--- src/rtl/assert_macros.svh ---
// Assertion helpers used by the gain command frame handler RTL.
`ifndef ASSERT_MACROS_SVH
`define ASSERT_MACROS_SVH

// Clocked assertion, off while reset is asserted.
`define GCFH_ASSERT(lbl, prop, msg) \
  lbl: assert property (@(posedge clk_i) disable iff (!rst_ni) (prop)) else $error(msg);

// Clocked implication, off while reset is asserted.
`define GCFH_ASSERT_IMPL(lbl, ante, cons, msg) \
  lbl: assert property (@(posedge clk_i) disable iff (!rst_ni) (ante) |-> (cons)) \
    else $error(msg);

// Clocked next-cycle implication, off while reset is asserted.
`define GCFH_ASSERT_NEXT(lbl, ante, cons, msg) \
  lbl: assert property (@(posedge clk_i) disable iff (!rst_ni) (ante) |=> (cons)) \
    else $error(msg);

`endif

--- src/rtl/gcfh_pkg.sv ---
`default_nettype none

package gcfh_pkg;

  localparam int unsigned FrameLen = 32;
  localparam int unsigned HeadLen  = 16;
  localparam int unsigned NumGains = 6;

  typedef logic [7:0]  byte_t;
  typedef logic [4:0]  pos_t;
  typedef logic [15:0] gain_t;
  typedef gain_t [NumGains-1:0] gain_arr_t;

  // Command frame header and command codes
  localparam byte_t HdrB0    = 8'h8A;
  localparam byte_t HdrB1    = 8'h8B;
  localparam byte_t HdrB2    = 8'h1C;
  localparam byte_t CmdLoad  = 8'hAE;
  localparam byte_t CmdReply = 8'hAD;

  // Reply frame header
  localparam byte_t RepB0 = 8'h88;
  localparam byte_t RepB1 = 8'hAC;
  localparam byte_t RepB2 = 8'h1C;
  localparam byte_t RepB3 = 8'hAD;
  // 8-bit sum of the four reply header bytes
  localparam byte_t RepHdrSum = 8'(RepB0 + RepB1 + RepB2 + RepB3);

  // Positions within a frame
  localparam pos_t PosGainFirst = 5'd4;
  localparam pos_t PosGainLast  = 5'd15;
  localparam pos_t PosLast      = 5'd31;

endpackage

`default_nettype wire

--- src/rtl/gcfh_rx.sv ---
`default_nettype none

module gcfh_rx (
  input  wire                   clk_i,
  input  wire                   rst_ni,
  input  wire                   beat_i,      // input beat accepted this cycle
  input  wire gcfh_pkg::byte_t  byte_i,
  input  wire                   start_i,
  output gcfh_pkg::gain_arr_t   gains_o,
  output gcfh_pkg::byte_t       csum_o,      // reply checksum for current gains
  output logic                  reply_req_o
);

  gcfh_pkg::pos_t      pos_q, pos_d, pos_eff;
  gcfh_pkg::byte_t     sum_q, sum_d, sum_eff;
  gcfh_pkg::byte_t     gacc_q, gacc_d;
  gcfh_pkg::byte_t     csum_q, csum_d;
  gcfh_pkg::gain_arr_t gains_q, gains_d;
  gcfh_pkg::byte_t     head_q [gcfh_pkg::HeadLen];
  logic                frame_ok;
  logic                at_last;

  // Frame start restarts position and sum before the byte is taken
  assign pos_eff = start_i ? '0 : pos_q;
  assign sum_eff = start_i ? '0 : sum_q;
  assign at_last = (pos_eff == gcfh_pkg::PosLast);

  assign frame_ok = (sum_eff == byte_i) &&
                    (head_q[0] == gcfh_pkg::HdrB0) &&
                    (head_q[1] == gcfh_pkg::HdrB1) &&
                    (head_q[2] == gcfh_pkg::HdrB2);

  assign reply_req_o = beat_i && at_last && frame_ok && (head_q[3] == gcfh_pkg::CmdReply);

  // Next frame state
  always_comb begin
    pos_d   = pos_q;
    sum_d   = sum_q;
    gacc_d  = gacc_q;
    csum_d  = csum_q;
    gains_d = gains_q;
    if (beat_i) begin
      if (at_last) begin
        pos_d = '0;
        sum_d = '0;
        if (frame_ok && (head_q[3] == gcfh_pkg::CmdLoad)) begin
          for (int i = 0; i < gcfh_pkg::NumGains; i++) begin
            gains_d[i] = {head_q[4 + 2*i], head_q[5 + 2*i]};
          end
          csum_d = 8'(gcfh_pkg::RepHdrSum + gacc_q);
        end
      end else begin
        sum_d = 8'(sum_eff + byte_i);
        pos_d = 5'(pos_eff + 5'd1);
      end
      // Sum the gain bytes as they arrive
      if (pos_eff == '0) begin
        gacc_d = '0;
      end else if ((pos_eff >= gcfh_pkg::PosGainFirst) &&
                   (pos_eff <= gcfh_pkg::PosGainLast)) begin
        gacc_d = 8'(gacc_q + byte_i);
      end
    end
  end

  always_ff @(posedge clk_i or negedge rst_ni) begin
    if (!rst_ni) begin
      pos_q   <= '0;
      sum_q   <= '0;
      gacc_q  <= '0;
      csum_q  <= gcfh_pkg::RepHdrSum;
      gains_q <= '0;
    end else begin
      pos_q   <= pos_d;
      sum_q   <= sum_d;
      gacc_q  <= gacc_d;
      csum_q  <= csum_d;
      gains_q <= gains_d;
    end
  end

  // Capture the frame head
  always_ff @(posedge clk_i) begin
    if (beat_i && !pos_eff[4]) begin
      head_q[pos_eff[3:0]] <= byte_i;
    end
  end

  assign gains_o = gains_q;
  assign csum_o  = csum_q;

endmodule

`default_nettype wire

--- src/rtl/gain_command_frame_handler.sv ---
// Gain command frame handler. Takes one received byte per beat on the slave
// stream (tuser marks the first byte of a frame) and checks 32-byte command
// frames for header 8A 8B 1C and an additive checksum in byte 31. A load
// command (AE) updates six 16-bit gains; a read command (AD) sends a 32-byte
// reply frame on the master stream with tlast on its checksum byte. Input
// bytes are taken one per cycle, including while the last reply byte waits in
// the output register. After a read command the input is held off until the
// reply sequencer has loaded all 32 reply bytes into the output register, one
// per cycle while the master side does not stall.
`default_nettype none
`include "assert_macros.svh"

module gain_command_frame_handler (
  input  wire        clk_i,
  input  wire        rst_ni,
  input  wire        s_axis_tvalid_i,
  output logic       s_axis_tready_o,
  input  wire  [7:0] s_axis_tdata_i,   // [7:0] rx_byte
  input  wire        s_axis_tuser_i,   // [0] frame_start
  output logic       m_axis_tvalid_o,
  input  wire        m_axis_tready_i,
  output logic [7:0] m_axis_tdata_o,   // [7:0] tx_byte
  output logic       m_axis_tlast_o
);

  logic                in_beat;
  logic                reply_req;
  gcfh_pkg::gain_arr_t gains;
  gcfh_pkg::byte_t     csum;

  logic                rep_active_q, rep_active_d;
  gcfh_pkg::pos_t      rep_idx_q, rep_idx_d;
  logic                rep_load;
  gcfh_pkg::byte_t     rep_byte;
  logic [3:0]          gain_off;

  logic                out_valid_q, out_valid_d;
  gcfh_pkg::byte_t     out_byte_q, out_byte_d;
  logic                out_last_q, out_last_d;

  assign s_axis_tready_o = !rep_active_q;
  assign in_beat         = s_axis_tvalid_i && s_axis_tready_o;

  gcfh_rx u_rx (
    .clk_i       (clk_i),
    .rst_ni      (rst_ni),
    .beat_i      (in_beat),
    .byte_i      (s_axis_tdata_i),
    .start_i     (s_axis_tuser_i),
    .gains_o     (gains),
    .csum_o      (csum),
    .reply_req_o (reply_req)
  );

  // Select the reply byte for the current index
  assign gain_off = 4'(rep_idx_q - gcfh_pkg::PosGainFirst);
  always_comb begin
    rep_byte = '0;
    if (rep_idx_q == gcfh_pkg::PosLast) begin
      rep_byte = csum;
    end else if (rep_idx_q > gcfh_pkg::PosGainLast) begin
      rep_byte = '0;
    end else if (rep_idx_q >= gcfh_pkg::PosGainFirst) begin
      rep_byte = gain_off[0] ? gains[gain_off[3:1]][7:0] : gains[gain_off[3:1]][15:8];
    end else begin
      case (rep_idx_q[1:0])
        2'd0:    rep_byte = gcfh_pkg::RepB0;
        2'd1:    rep_byte = gcfh_pkg::RepB1;
        2'd2:    rep_byte = gcfh_pkg::RepB2;
        default: rep_byte = gcfh_pkg::RepB3;
      endcase
    end
  end

  // Advance the reply sequencer when the output register is free
  assign rep_load = rep_active_q && (!out_valid_q || m_axis_tready_i);

  always_comb begin
    rep_active_d = rep_active_q;
    rep_idx_d    = rep_idx_q;
    if (reply_req) begin
      rep_active_d = 1'b1;
      rep_idx_d    = '0;
    end else if (rep_load) begin
      rep_idx_d = 5'(rep_idx_q + 5'd1);
      if (rep_idx_q == gcfh_pkg::PosLast) begin
        rep_active_d = 1'b0;
      end
    end
  end

  // Output register: load a reply byte or drop the taken one
  always_comb begin
    out_valid_d = out_valid_q;
    out_byte_d  = out_byte_q;
    out_last_d  = out_last_q;
    if (rep_load) begin
      out_valid_d = 1'b1;
      out_byte_d  = rep_byte;
      out_last_d  = (rep_idx_q == gcfh_pkg::PosLast);
    end else if (m_axis_tready_i) begin
      out_valid_d = 1'b0;
    end
  end

  always_ff @(posedge clk_i or negedge rst_ni) begin
    if (!rst_ni) begin
      rep_active_q <= 1'b0;
      rep_idx_q    <= '0;
      out_valid_q  <= 1'b0;
    end else begin
      rep_active_q <= rep_active_d;
      rep_idx_q    <= rep_idx_d;
      out_valid_q  <= out_valid_d;
    end
  end

  always_ff @(posedge clk_i) begin
    out_byte_q <= out_byte_d;
    out_last_q <= out_last_d;
  end

  assign m_axis_tvalid_o = out_valid_q;
  assign m_axis_tdata_o  = out_byte_q;
  assign m_axis_tlast_o  = out_last_q;

  // A reply request can only come from an accepted beat, never mid-reply
  `GCFH_ASSERT_IMPL(a_req_idle, reply_req, !rep_active_q, "reply request during reply")
  // Loading the last reply byte ends the reply
  `GCFH_ASSERT_NEXT(a_rep_end, rep_load && (rep_idx_q == gcfh_pkg::PosLast),
                    !rep_active_q && m_axis_tlast_o, "reply did not end on last byte")
  // A new reply starts from the first header byte
  `GCFH_ASSERT_NEXT(a_rep_start, reply_req, rep_active_q && (rep_idx_q == '0),
                    "reply did not start at index zero")

endmodule

`default_nettype wire

--- config.mk ---
export PLATFORM = sky130hd
export DESIGN_NAME = gain_command_frame_handler
export DESIGN_NICKNAME = d
export VERILOG_FILES = /design/src/rtl/gcfh_pkg.sv /design/src/rtl/gcfh_rx.sv /design/src/rtl/gain_command_frame_handler.sv
export VERILOG_INCLUDE_DIRS = /design/src /design/src/rtl
export SDC_FILE = /design/constraint.sdc
export NUM_CORES = 1
export LEC_CHECK = 0
export ABC_AREA = 1
export ABC_CLOCK_PERIOD_IN_PS = 2500
export BUFFER_PORTS_ARGS = -buffer_cell sky130_fd_sc_hd__buf_2
export CORE_MARGIN = 2
export CORE_UTILIZATION = 50
export CTS_CLUSTER_SIZE = 40
export DETAILED_ROUTE_END_ITERATION = 6
export PLACE_DENSITY = 0.66
export SLEW_MARGIN = 40
export SYNTH_ARGS = -nofsm -noshare
export SYNTH_HDL_FRONTEND = slang
export SYNTH_SLANG_ARGS = --single-unit
--- constraint.sdc ---
create_clock -name clk_i -period 2.5 [get_ports clk_i]
set_input_delay 0.375 -clock clk_i [delete_from_list [all_inputs] [get_ports clk_i]]
set_output_delay 0.375 -clock clk_i [all_outputs]
set_load 0.05 [all_outputs]
**Word-level counts from Yosys, hierarchy flattened**

Memories as Yosys holds them, arrays and structs flattened. A register that Yosys moved wholly into a read port is not among the register bits.
Index checks and enable logic that the tools add are counted.

- Bits in latches: 0
- Memory bits (read-only): 0
- Logic and storage cells: 89
- RAM bits: 128
- Input bits: 13
- Bits in registers: 45
- Memories: 1
- Output and inout bits: 11

Memory list:

| name | words | width | read ports | clocked after memory_dff | write ports | RTL line | RTL |
|---|---|---|---|---|---|---|---|
| u_rx.head_q | 16 | 8 | 16 | 12 | 1 | gcfh_rx.sv:19 | `gcfh_pkg::byte_t head_q [gcfh_pkg::HeadLen];` |

- Eq/ne operators: 10
- Reduce and logical (&&, ||, !) cells: 36
- Bitwise operators: 0
- Div/mod/pow operators: 0
- $mul: 0
- $add $sub $neg: 6
- Shift-type cells: 0
- Order comparisons: 5
- Multiplexer cells: 22

Operators by type and width:

| operator | number |
|---|---|
| $mux W8 | 8 |
| $bmux W16 S3 | 1 |
| $eq A8 B8 Y1 const B | 4 |
| $pmux W8 S3 | 1 |
| $mux W5 | 4 |
| $add A8 B8 Y8 | 2 |
| $mux W16 | 1 |
| $logic_not A1 Y1 | 15 |
| $logic_and A1 B1 Y1 | 11 |
| $add A5 B1 Y5 const B | 2 |
| $eq A5 B5 Y1 const B | 2 |
| $ge A5 B3 Y1 const B | 2 |
| $add A8 B8 Y8 const A | 1 |
| $eq A8 B5 Y1 const B | 1 |
| $eq A8 B8 Y1 | 1 |
| $reduce_bool A2 Y1 | 4 |
| $mux W1 | 7 |
| $gt A5 B4 Y1 const B | 1 |
| $le A5 B4 Y1 const B | 1 |
| $logic_not A5 Y1 | 1 |
| $lt A3 B4 Y1 const B | 1 |
| $reduce_and A2 Y1 | 2 |
| $sub A4 B3 Y4 const B | 1 |
| $reduce_and A3 Y1 | 1 |
| other kinds (4) | 4 |

**Longest topological paths before layout**

Gate-level depths: netlist of the first run.

- Depth in word-level cells: 9
- Mapped depth: 15

**Hierarchy**

A second synthesis of the first run with hierarchy kept.

- Cell total of the unflattened synthesis: 1285
- Area total of the unflattened synthesis: 12301.8 um2

Modules (own cells, without submodules):

| module | instances | cells each | area an instance (um2) |
|---|---|---|---|
| gcfh_rx | 1 | 939 | 10351.2 |
| gain_command_frame_handler | 1 | 346 | 1950.6 |

**Worst setup path after synthesis of the first run**

OpenSTA, ideal clock, no wires.

- Kind: input to register
- Start point: input port s_axis_tuser_i
- End point: register u_rx.gains_q (netlist bit u_rx.gains_o[2]) (read register of u_rx.head_q)
- Data required time: 2.383 ns
- Arrival time: 2.148 ns
- Stages: 15
- Buffers on the path: 3
- Slack: 0.235 ns
- Cell sequence: buf_6 -> nor2_1 -> ha_1 -> inv_1 -> nor2_1 -> ha_1 -> nand3_1 -> inv_1 -> nand2_1 -> nor2_2 -> nand4_4 -> buf_6 -> buf_6 -> nand2_1 -> o21ai_2

- Cells in the longest elaborated chain, start to end: 7

RTL lines:

| element | RTL line | RTL |
|---|---|---|
| from (decl) | gain_command_frame_handler.sv:19 | `input wire s_axis_tuser_i,` |
| $mux W8 | gcfh_rx.sv:25 | `assign sum_eff = start_i ? '0 : sum_q;` |
| $eq A8 B8 Y1 | gcfh_rx.sv:28 | `assign frame_ok = (sum_eff == byte_i) &&` |
| $logic_and A1 B1 Y1 | gcfh_rx.sv:28 |  |
| $logic_and A1 B1 Y1 | gcfh_rx.sv:29 | `(head_q[0] == gcfh_pkg::HdrB0) &&` |
| $logic_and A1 B1 Y1 | gcfh_rx.sv:30 | `(head_q[1] == gcfh_pkg::HdrB1) &&` |
| $logic_and A1 B1 Y1 | gcfh_rx.sv:46 | `if (frame_ok && (head_q[3] == gcfh_pkg::CmdLoad)) begin` |
| $reduce_and A3 Y1 (no source line) * | - |  |
| to (decl) | gcfh_rx.sv:18 | `gcfh_pkg::gain_arr_t gains_q, gains_d;` |

Mark *: on every way between the ends. The rest lies on a longest branch, timed or not.
A chain may end at the register's enable or synchronous reset.

**Final worst setup path of the first run**

- Start point: register u_rx.pos_q[0]
- End point: register u_rx.gains_q (netlist bit u_rx.gains_o[16]) (read register of u_rx.head_q)

- Cells in the longest elaborated chain, start to end: 3

RTL lines:

| element | RTL line | RTL |
|---|---|---|
| from (decl) | gcfh_rx.sv:14 | `gcfh_pkg::pos_t pos_q, pos_d, pos_eff;` |
| from (signal assigned) | gcfh_rx.sv:74 | `pos_q <= pos_d;` |
| $mux W5 | gcfh_rx.sv:24 | `assign pos_eff = start_i ? '0 : pos_q;` |
| $eq A5 B5 Y1 | gcfh_rx.sv:26 | `assign at_last = (pos_eff == gcfh_pkg::PosLast);` |
| $reduce_and A3 Y1 (no source line) | - |  |

No other way between the ends.

==> flow_summary.ini, run 1 <==
[timing]
worstMarginPinSlew_ns = 0.530
fin_ws_ns = 0.222
fin_crit_ns = 2.28
period_share = 0.911
setup_viol = 0
slew_violations = 0
relSlewSlack = 0.646
setup_tns_ns = 0
max_clock_freq_ghz = 0.439
finClkSkew_ns = 0.00839
hold_viol_final = 0

[global_route]
grt_max_degree = 58
top_usage_layer = met2
grt_pass1_vias = 8145
grt_first_pass_wirelength_microns = 42900
grt_usage = 0.213
overflow = 0
grt_use_met2 = 0.358
grtUsageMet1 = 0.287
grt_antenna_before_repair = 0
grt_util_met3 = 0.0257

[floorplan]
ioPinCount = 24
die_h_microns = 160
coreArea_sq_mm = 0.0240
rows = 57
start_util = 0.505
die_w_microns = 160
dieArea_sq_mm = 0.0255

[clocking]
htreeDepth = 1
clock-sinks = 269
cts_tree = done
clock_latency_ns = 0.53
clk_path_buf_depth = 3
root_buffer = clkbuf_16
clk_pin_slew_worst_paths_ns = 0.06
cts_made_buffers = 29

[drt]
wire_per_inst_microns = 16.3
routed_wl_microns = 26700
drt_pass1_iterations = 5
vias_per_cell = 5.03
drtIter0Drc = 502
vias = 8216
drcViolationCount = 0
ant_nets = 0

[worst_setup_path]
start_kind = register
end_kind = register
worst-path-stages = 15
crit_path_frequent_cell = inv_1
cpMaxStageDelayCell = dfrtp_1
worstPathMaxFanout = 51
cp_cell_sequence = inv_1 > nor2_2 > ha_2 > inv_1 > nor2_1 > ha_1 > nand3_1 > inv_1 > nand2_1 > nor2_4 > nand4_4 > buf_12 > buf_12 > nand2_1 > o21ai_1
reg2regPathDepth = 15
arrival_ns = 2.69
cp.buffers_inverters = 5
timing.critical_path.required_ns = 2.91
max_stage_delay_ns = 0.39
crit_family = simple AND/OR/NAND/NOR gates
crit_type = register to register

[cells_and_area]
fin_nets = 1333
area_delta_synth_final_pct = 14.4
drive_gt1_frac = 0.150
antennaDiodeCount = 0
seq_area_sq_mm = 0.00743
fin_util = 0.578
multi_input_area_sq_mm = 0.00367
nFillCells = 2045

[yosys]
yosys.area_share.simple = 0.157
yosysUniqueCellTypes = 36
synth_top_flop_cell = edfxtp_1
synth.yosys.warnings = 0
synth_seq_cells = 269
syn-num-nets = 1264
synth-compound-area-share = 0.102
synthCells = 1219
synth_xor_area_frac = 0.00866
synth_top_family_by_area = simple AND/OR/NAND/NOR gates
yosysSeqAreaShare = 0.612
avgSynthCellArea_sq_um = 9.95
synthArstFlopShare = 0.491
netlist_area_sq_mm = 0.0121
synthMuxAreaShare = 0
synthAdderAreaFrac = 0.0342
synth_edf_count = 137

[pwr]
vdd_drop_max_mv = 0.805
power_density_mw_per_mm2 = 693
power.total_mw = 9.62
leakage_nw = 6.31

[place]
dp_hpwl_microns = 17000
routabilityCongestion = 0.875
pre_cts_ws_ns = 0.0777
port_buffers = 23

[min_path]
hp-class = input port to register
hold-path-cell-count = 4

[outcome]
outcome = finished clean

[flow_run]
maxCapViolCount = 0
[metal layers]
| layer | vias up | wire, microns |
|---|---|---|
| li1 | 4075 | - |
| met1 | 3921 | 11900 |
| met2 | 166 | 12800 |
| met3 | 54 | 1040 |
| met4 | 0 | 889 |
| met5 | - | 0 |
[area by class of cell]
cell class | count | share of cell area
flip-flops and latches | 269 | 0.535
multi-input cells | 713 | 0.264
clock buffers | 39 | 0.0586
inverters | 193 | 0.0522
repair buffers | 82 | 0.0505
well taps | 324 | 0.0292
clock inverters | 14 | 0.0102
[flip-flops by register name, summed over array words and instances, names as in the netlist]
register	count
u_rx.sum_q	8
rep_idx_q	5
u_rx.csum_o	8
m_axis_tdata_o	8
u_rx.gacc_q	8
m_axis_tvalid_o	1
u_rx.gains_o	96
m_axis_tlast_o	1
u_rx.pos_q	5
u_rx.head_q	128
rep_active_q	1
[worst register-to-register path: cells and delay by family (launching register included)]
kind	cells	cell delay [ns]
compound gates	1	0.06
fa+ha+maj	2	0.39
buf+inv	5	0.57
flops	1	0.39
simple gates	7	0.74
[cell families (layout without fill, tap and decap cells)]
group | count (synthesis) | in the layout
flops | 269 | 269
compound gates | 203 | 203
xor+xnor | 12 | 12
fa+ha+maj | 32 | 32
buf+inv | 237 | 328
simple gates | 466 | 466
[worst paths after layout]
path	from	to	slack, ns
max in group asynchronous	rst_ni	u_rx.gains_o[89]	1.45
max	u_rx.pos_q[0]	u_rx.gains_o[16]	0.22
max reg2reg	u_rx.pos_q[0]	u_rx.gains_o[16]	0.22
min reg2reg	u_rx.gains_o[9]	u_rx.gains_o[9]	0.48
min	m_axis_tready_i	m_axis_tvalid_o	0.16
min in group asynchronous	rst_ni	u_rx.gains_o[41]	0.37
[power by group]
part           internal, mW  switching [mW]  total, mW
Sequential             4.74          0.0422       4.79
Combinational         0.204           0.377      0.581
Clock                  2.57            1.68       4.25
[synthesized netlist by cell type (10+ instances only)]
cell type  number  area, sq um
a21oi_1        18         90.1
nand2_1       255          957
ha_1           30          375
nor2_1        134          503
nand3_1        50          250
o22ai_1        10         62.6
clkbuf_1       15         56.3
buf_6          19          214
inv_1         191          717
edfxtp_1      137         4110
o21ai_1        49          245
o21ai_2        51          447
o21ai_0        65          325
dfrtp_1       125         3130
[cell usage in the layout, fill, tap and decap left out, types with 10 or more instances in the layout]
| cell type | count |
|---|---|
| a21oi_1 | 18 |
| buf_2 | 22 |
| buf_4 | 48 |
| clkbuf_16 | 31 |
| dfrtp_1 | 124 |
| edfxtp_1 | 137 |
| ha_1 | 29 |
| inv_1 | 191 |
| nand2_1 | 255 |
| nand3_1 | 50 |
| nor2_1 | 133 |
| o21ai_0 | 65 |
| o21ai_1 | 49 |
| o21ai_2 | 51 |
| o22ai_1 | 10 |
[what timing repair did]
action | CTS | global route
buffers inserted | 0 | 1
gates resized for setup | 0 | 3
hold buffers | 1 | 0
hold endpoints to repair | 44 | 0
endpoints found under the setup margin | 0 | 104
[through the flow]
stage / hold WS, ns / instance area, sq um / instances
2_1_floorplan: 0.0794 / 12100 / 1219
3_3_place_gp: 0.376 / 12800 / 1577
3_5_place_dp: 0.375 / 12800 / 1577
4_1_cts: 0.146 / 13800 / 1631
5_1_grt: 0.172 / 13900 / 1634
6_report: 0.156 / 13900 / 1634
No activity file was read; power rests on OpenSTA's default activity.
==> run 2, diff against run 1 <==
--- a/config.mk
+++ b/config.mk
@@ -14,6 +14,7 @@
 export CTS_CLUSTER_SIZE = 40
 export DETAILED_ROUTE_END_ITERATION = 6
 export PLACE_DENSITY = 0.66
+export RECOVER_POWER = 100
 export SLEW_MARGIN = 40
 export SYNTH_ARGS = -nofsm -noshare
 export SYNTH_HDL_FRONTEND = slang
==> flow_summary.ini, run 2 (same netlist as run 1, synthesis figures left out) <==
[cells_and_area]
area_delta_synth_final_pct = 13.9
finalInstanceArea_sq_mm = 0.0138
final_common_cell = nand2_1
fin_nets = 1333
final_cell_mix = nand2_1, inv_1, edfxtp_1
largest_reg_flops = 128
fin_cells = 1634
drive_gt1_frac = 0.137
antennaDiodeCount = 0

[pwr]
pwr-share-comb = 0.059
intPower_mw = 7.51
net-switching-power_mw = 2.11
power.total_mw = 9.62
vdd_drop_max_mv = 0.816
leakage_nw = 6.25
p_seq_frac = 0.498
clockPowerShare = 0.443
power_density_mw_per_mm2 = 696
switching_share = 0.220

[worst_setup_path]
cpMaxStageDelayCell = dfrtp_1
end_kind = register
cp.buffers_inverters = 5
max_stage_delay_ns = 0.39
crit_type = register to register
crit_path_frequent_cell = inv_1
startpoint = u_rx.pos_q[0]
r2r_start = u_rx.pos_q[0]
crit_family = simple AND/OR/NAND/NOR gates
worstPathMaxFanout = 45
start_kind = register
timing.critical_path.required_ns = 2.92
arrival_ns = 2.71
cp_cell_sequence = inv_1 > nor2_2 > ha_2 > inv_1 > nor2_1 > ha_1 > nand3_1 > inv_1 > nand2_1 > nor2_4 > nand4_4 > buf_12 > buf_12 > nand2_1 > o21ai_2

[timing]
hold_viol_final = 0
period_share = 0.916
max_clock_freq_ghz = 0.437
relSlewSlack = 0.0668
setup_tns_ns = 0
slew_violations = 0
setup_viol = 0
worstMarginPinSlew_ns = 1.40
fin_crit_ns = 2.29
finClkSkew_ns = 0.00892

[min_path]
hp-start = m_axis_tready_i
hp-class = input port to register

[clocking]
clock-sinks = 269
clock_latency_ns = 0.53
clk_pin_slew_worst_paths_ns = 0.06
htreeDepth = 1
clk_path_buf_depth = 3
root_buffer = clkbuf_16
cts_made_buffers = 29
cts_tree = done

[drt]
ant_nets = 0
wire_per_inst_microns = 16.3
drtIter0Drc = 538
vias = 8247
routed_wl_microns = 26700
drcViolationCount = 0
drt_pass1_iterations = 4
vias_per_cell = 5.05

[place]
dpl.cell_count = 1577
dpl_cell_area_sq_mm = 0.0128
port_buffers = 23
dp_hpwl_microns = 17000
routabilityCongestion = 0.875

[global_route]
grt_max_degree = 58
grt_first_pass_wirelength_microns = 42900
overflow = 0
grt_pass1_vias = 8145
grt_usage = 0.213
grt_antenna_before_repair = 0

[flow_run]
maxCapViolCount = 0

[floorplan]
die_h_microns = 160
coreArea_sq_mm = 0.0240
rows = 57
dieArea_sq_mm = 0.0255
ioPinCount = 24
start_util = 0.505
die_w_microns = 160

[outcome]
outcome = finished clean
-- run 2: cell count changes in the layout (fill, tap and decap cells not counted), sizes merged --
cell | previous run | this run
buf | 79 | 59
clkbuf | 41 | 61
-- run 2: final cells by class --
| cell class | count | area (sq um) |
|---|---|---|
| Clock inverter | 14 | 141 |
| Tap cell | 324 | 405 |
| Inverter | 193 | 724 |
| Sequential cell | 269 | 7430 |
| Multi-Input combinational cell | 713 | 3670 |
| Clock buffer | 39 | 813 |
| Fill cell | 2058 | 10200 |
| Timing Repair Buffer | 82 | 634 |
-- run 2: routing by layer --
metal / track usage / routed length (microns) / up-vias
met5: 0 / 0 / -
met3: 0.0257 / 1090 / 58
met1: 0.287 / 11900 / 3945
met2: 0.358 / 12900 / 166
li1: - / - / 4078
met4: 0.0753 / 899 / 0
-- run 2: power groups by stage --
stage          combinational [mW]  clock (mW)  sequential, mW
2_1_floorplan               0.344           0            4.86
3_3_place_gp                0.567           0            4.87
3_5_place_dp                0.580           0            4.87
4_1_cts                     0.587        4.33            4.79
5_1_grt                     0.654        4.51            4.79
6_report                    0.568        4.26            4.79
-- run 2: per-stage QoR --
step           hold slack, ns  worst slack, ns   util
6_report                0.154            0.211  0.575
5_1_grt                 0.172         -0.00960  0.575
4_1_cts                 0.146            0.181  0.574
3_5_place_dp            0.375           0.0777  0.534
3_3_place_gp            0.376            0.119  0.534
2_1_floorplan          0.0794            0.235      -
-- run 2: what timing repair did --
| item | in CTS | in global routing |
|---|---|---|
| hold endpoints to repair | 44 | 0 |
| resized for setup | 0 | 3 |
| endpoints found under the setup margin | 0 | 104 |
| hold buffers | 1 | 0 |
| setup buffers | 0 | 1 |
-- run 2: final timing paths --
kind                            slack (ns)               end  cells after the start
worst max-delay path                  0.21  u_rx.gains_o[66]                     15
worst min-delay path                  0.15   m_axis_tvalid_o                      4
worst max register to register        0.21  u_rx.gains_o[66]                     15
worst min register to register        0.48   u_rx.gains_o[9]                      2
max in group asynchronous             0.40    u_rx.gacc_q[7]                      3
min in group asynchronous             0.71  u_rx.gains_o[46]                      2
-- run 2: worst min-delay path, delay by kind of cell --
kind          cells  cell delay (ns)
simple gates      2             0.12
buf+inv           2             0.15
==> run 3, diff against run 2 <==
--- a/config.mk
+++ b/config.mk
@@ -9,7 +9,6 @@
 export ABC_AREA = 1
 export ABC_CLOCK_PERIOD_IN_PS = 2500
 export BUFFER_PORTS_ARGS = -buffer_cell sky130_fd_sc_hd__buf_2
-export CORE_MARGIN = 2
 export CORE_UTILIZATION = 50
 export CTS_CLUSTER_SIZE = 40
 export DETAILED_ROUTE_END_ITERATION = 6
==> flow_summary.ini, run 3 (same netlist as run 1, synthesis figures left out) <==
[place]
port_buffers = 23
dpl_cell_area_sq_mm = 0.0128
routabilityCongestion = 0.888
dp_hpwl_microns = 17400
pre_cts_ws_ns = 0.0415

[global_route]
overflow = 0
grt_max_degree = 76
grt_pass1_vias = 8016
grt_usage = 0.229
grt_antenna_before_repair = 1
grt_first_pass_wirelength_microns = 43200

[pwr]
intPower_mw = 7.45
p_seq_frac = 0.504
pwr-share-comb = 0.058
clockPowerShare = 0.438
vdd_drop_max_mv = 0.391
power_density_mw_per_mm2 = 705
net-switching-power_mw = 2.05
leakage_nw = 6.03
switching_share = 0.216
power.total_mw = 9.50

[drt]
vias = 8294
met1_length_microns = 12400
ant_nets = 0
wl_met3_microns = 1240
wire_per_inst_microns = 17.0
drtIter0Drc = 582
drcViolationCount = 0
top_layer = met4
drt_pass1_iterations = 5
vias_per_cell = 5.11
routed_wl_microns = 27600
wl_met2_microns = 13400

[cells_and_area]
drive_gt1_frac = 0.0805
final_common_cell = nand2_1
finalInstanceArea_sq_mm = 0.0135
fin_nets = 1328
area_delta_synth_final_pct = 11.0
largest_reg_flops = 128
final_cell_mix = nand2_1, inv_1, edfxtp_1
nFillCells = 2104

[timing]
relSlewSlack = 0.0991
whs_ns = 0.132
worstMarginPinSlew_ns = 1.35
hold_viol_final = 0
rsz0062_at_grt = false
slew_violations = 0
period_share = 0.921
fin_crit_ns = 2.30
setup_tns_ns = 0
finClkSkew_ns = 0.00956
max_clock_freq_ghz = 0.434
setup_viol = 0
fin_ws_ns = 0.197

[clocking]
clk_path_buf_depth = 3
htreeDepth = 1
clk_pin_slew_worst_paths_ns = 0.06
clock_latency_ns = 0.54
cts_made_buffers = 28
root_buffer = clkbuf_16
cts_tree = done
clock-sinks = 269

[floorplan]
coreArea_sq_mm = 0.0236
ioPinCount = 24
die_w_microns = 158
rows = 56
start_util = 0.514
die_h_microns = 158
dieArea_sq_mm = 0.0249

[flow_run]
maxCapViolCount = 0

[outcome]
outcome = finished clean

[worst_setup_path]
cp-endpoint = rep_idx_q[0]
r2r_setup_slack_ns = 0.20
start_kind = register
crit_type = register to register
end_kind = register
worstPathMaxFanout = 5
arrival_ns = 2.71
startpoint = u_rx.pos_q[0]
r2r_start = u_rx.pos_q[0]
timing.critical_path.required_ns = 2.91
reg2reg_to = rep_idx_q[0]
reg2regPathDepth = 14

[min_path]
hp-class = input port to register
[run 3: cell types whose count changed in the layout (fill, tap and decap cells not counted), moves of 5 or more]
cell	delta
clkbuf_1	+30
buf_2	-10
o21ai_0	+68
o21ai_2	-42
o21ai_1	-26
buf_4	-22
buf_12	-5
[run 3: repair_timing]
action | in CTS | in global routing
setup endpoints to repair | 0 | 35
gates resized for setup | 0 | 6
hold endpoints to repair | 44 | 0
setup buffers | 0 | 2
hold buffers | 1 | 0
[run 3: layout make-up]
type	count	area, sq um	area share
well taps	319	399	0.0296
flip-flops and latches	269	7430	0.552
clock inverters	9	119	0.00883
inverters	193	724	0.0538
clock buffers	42	805	0.0597
multi-input cells	713	3510	0.261
repair buffers	78	475	0.0353
diodes	1	2.50	0.000186
[run 3: how the worst min path moves through the flow]
stage                     from          endpoint  slack, ns  depth (start not counted)
6_report       m_axis_tready_i   m_axis_tvalid_o       0.13                          4
5_1_grt        m_axis_tready_i   m_axis_tvalid_o       0.16                          4
4_1_cts        m_axis_tready_i   m_axis_tvalid_o       0.13                          4
3_5_place_dp            rst_ni  u_rx.gains_o[18]       0.35                          1
3_3_place_gp            rst_ni   u_rx.gains_o[2]       0.35                          1
2_1_floorplan           rst_ni   m_axis_tvalid_o       0.08                          0
[run 3: worst max-delay path, stage by stage, from the launching register on]
cell	delay, ns
dfrtp_1	0.34
inv_1	0.05
nor2_1	0.13
ha_2	0.21
inv_1	0.06
nor2_2	0.13
ha_1	0.18
nand3_1	0.12
inv_1	0.07
nand2_1	0.08
nor2_4	0.12
nand3_1	0.14
nor2_1	0.14
clkbuf_1	0.33
nor3_1	0.08
[run 3: routing by layer]
metal,GRT usage,vias up
met3,0.0296,51
li1,-,4071
met4,0.0629,0
met5,0,-
met2,0.385,176
met1,0.313,3996
[run 3: per-stage QoR]
stage               std cells  utilization
detailed placement       1566        0.541
finish                   1624        0.570
global route             1623        0.570
CTS                      1618        0.580
floorplan                1219            -
global placement         1566        0.541
[run 3: power groups by stage]
stage / registers (mW) / logic (mW) / clock network (mW)
2_1_floorplan: 4.86 / 0.344 / 0
3_3_place_gp: 4.87 / 0.568 / 0
3_5_place_dp: 4.87 / 0.576 / 0
4_1_cts: 4.78 / 0.581 / 4.23
5_1_grt: 4.79 / 0.636 / 4.40
6_report: 4.79 / 0.554 / 4.16
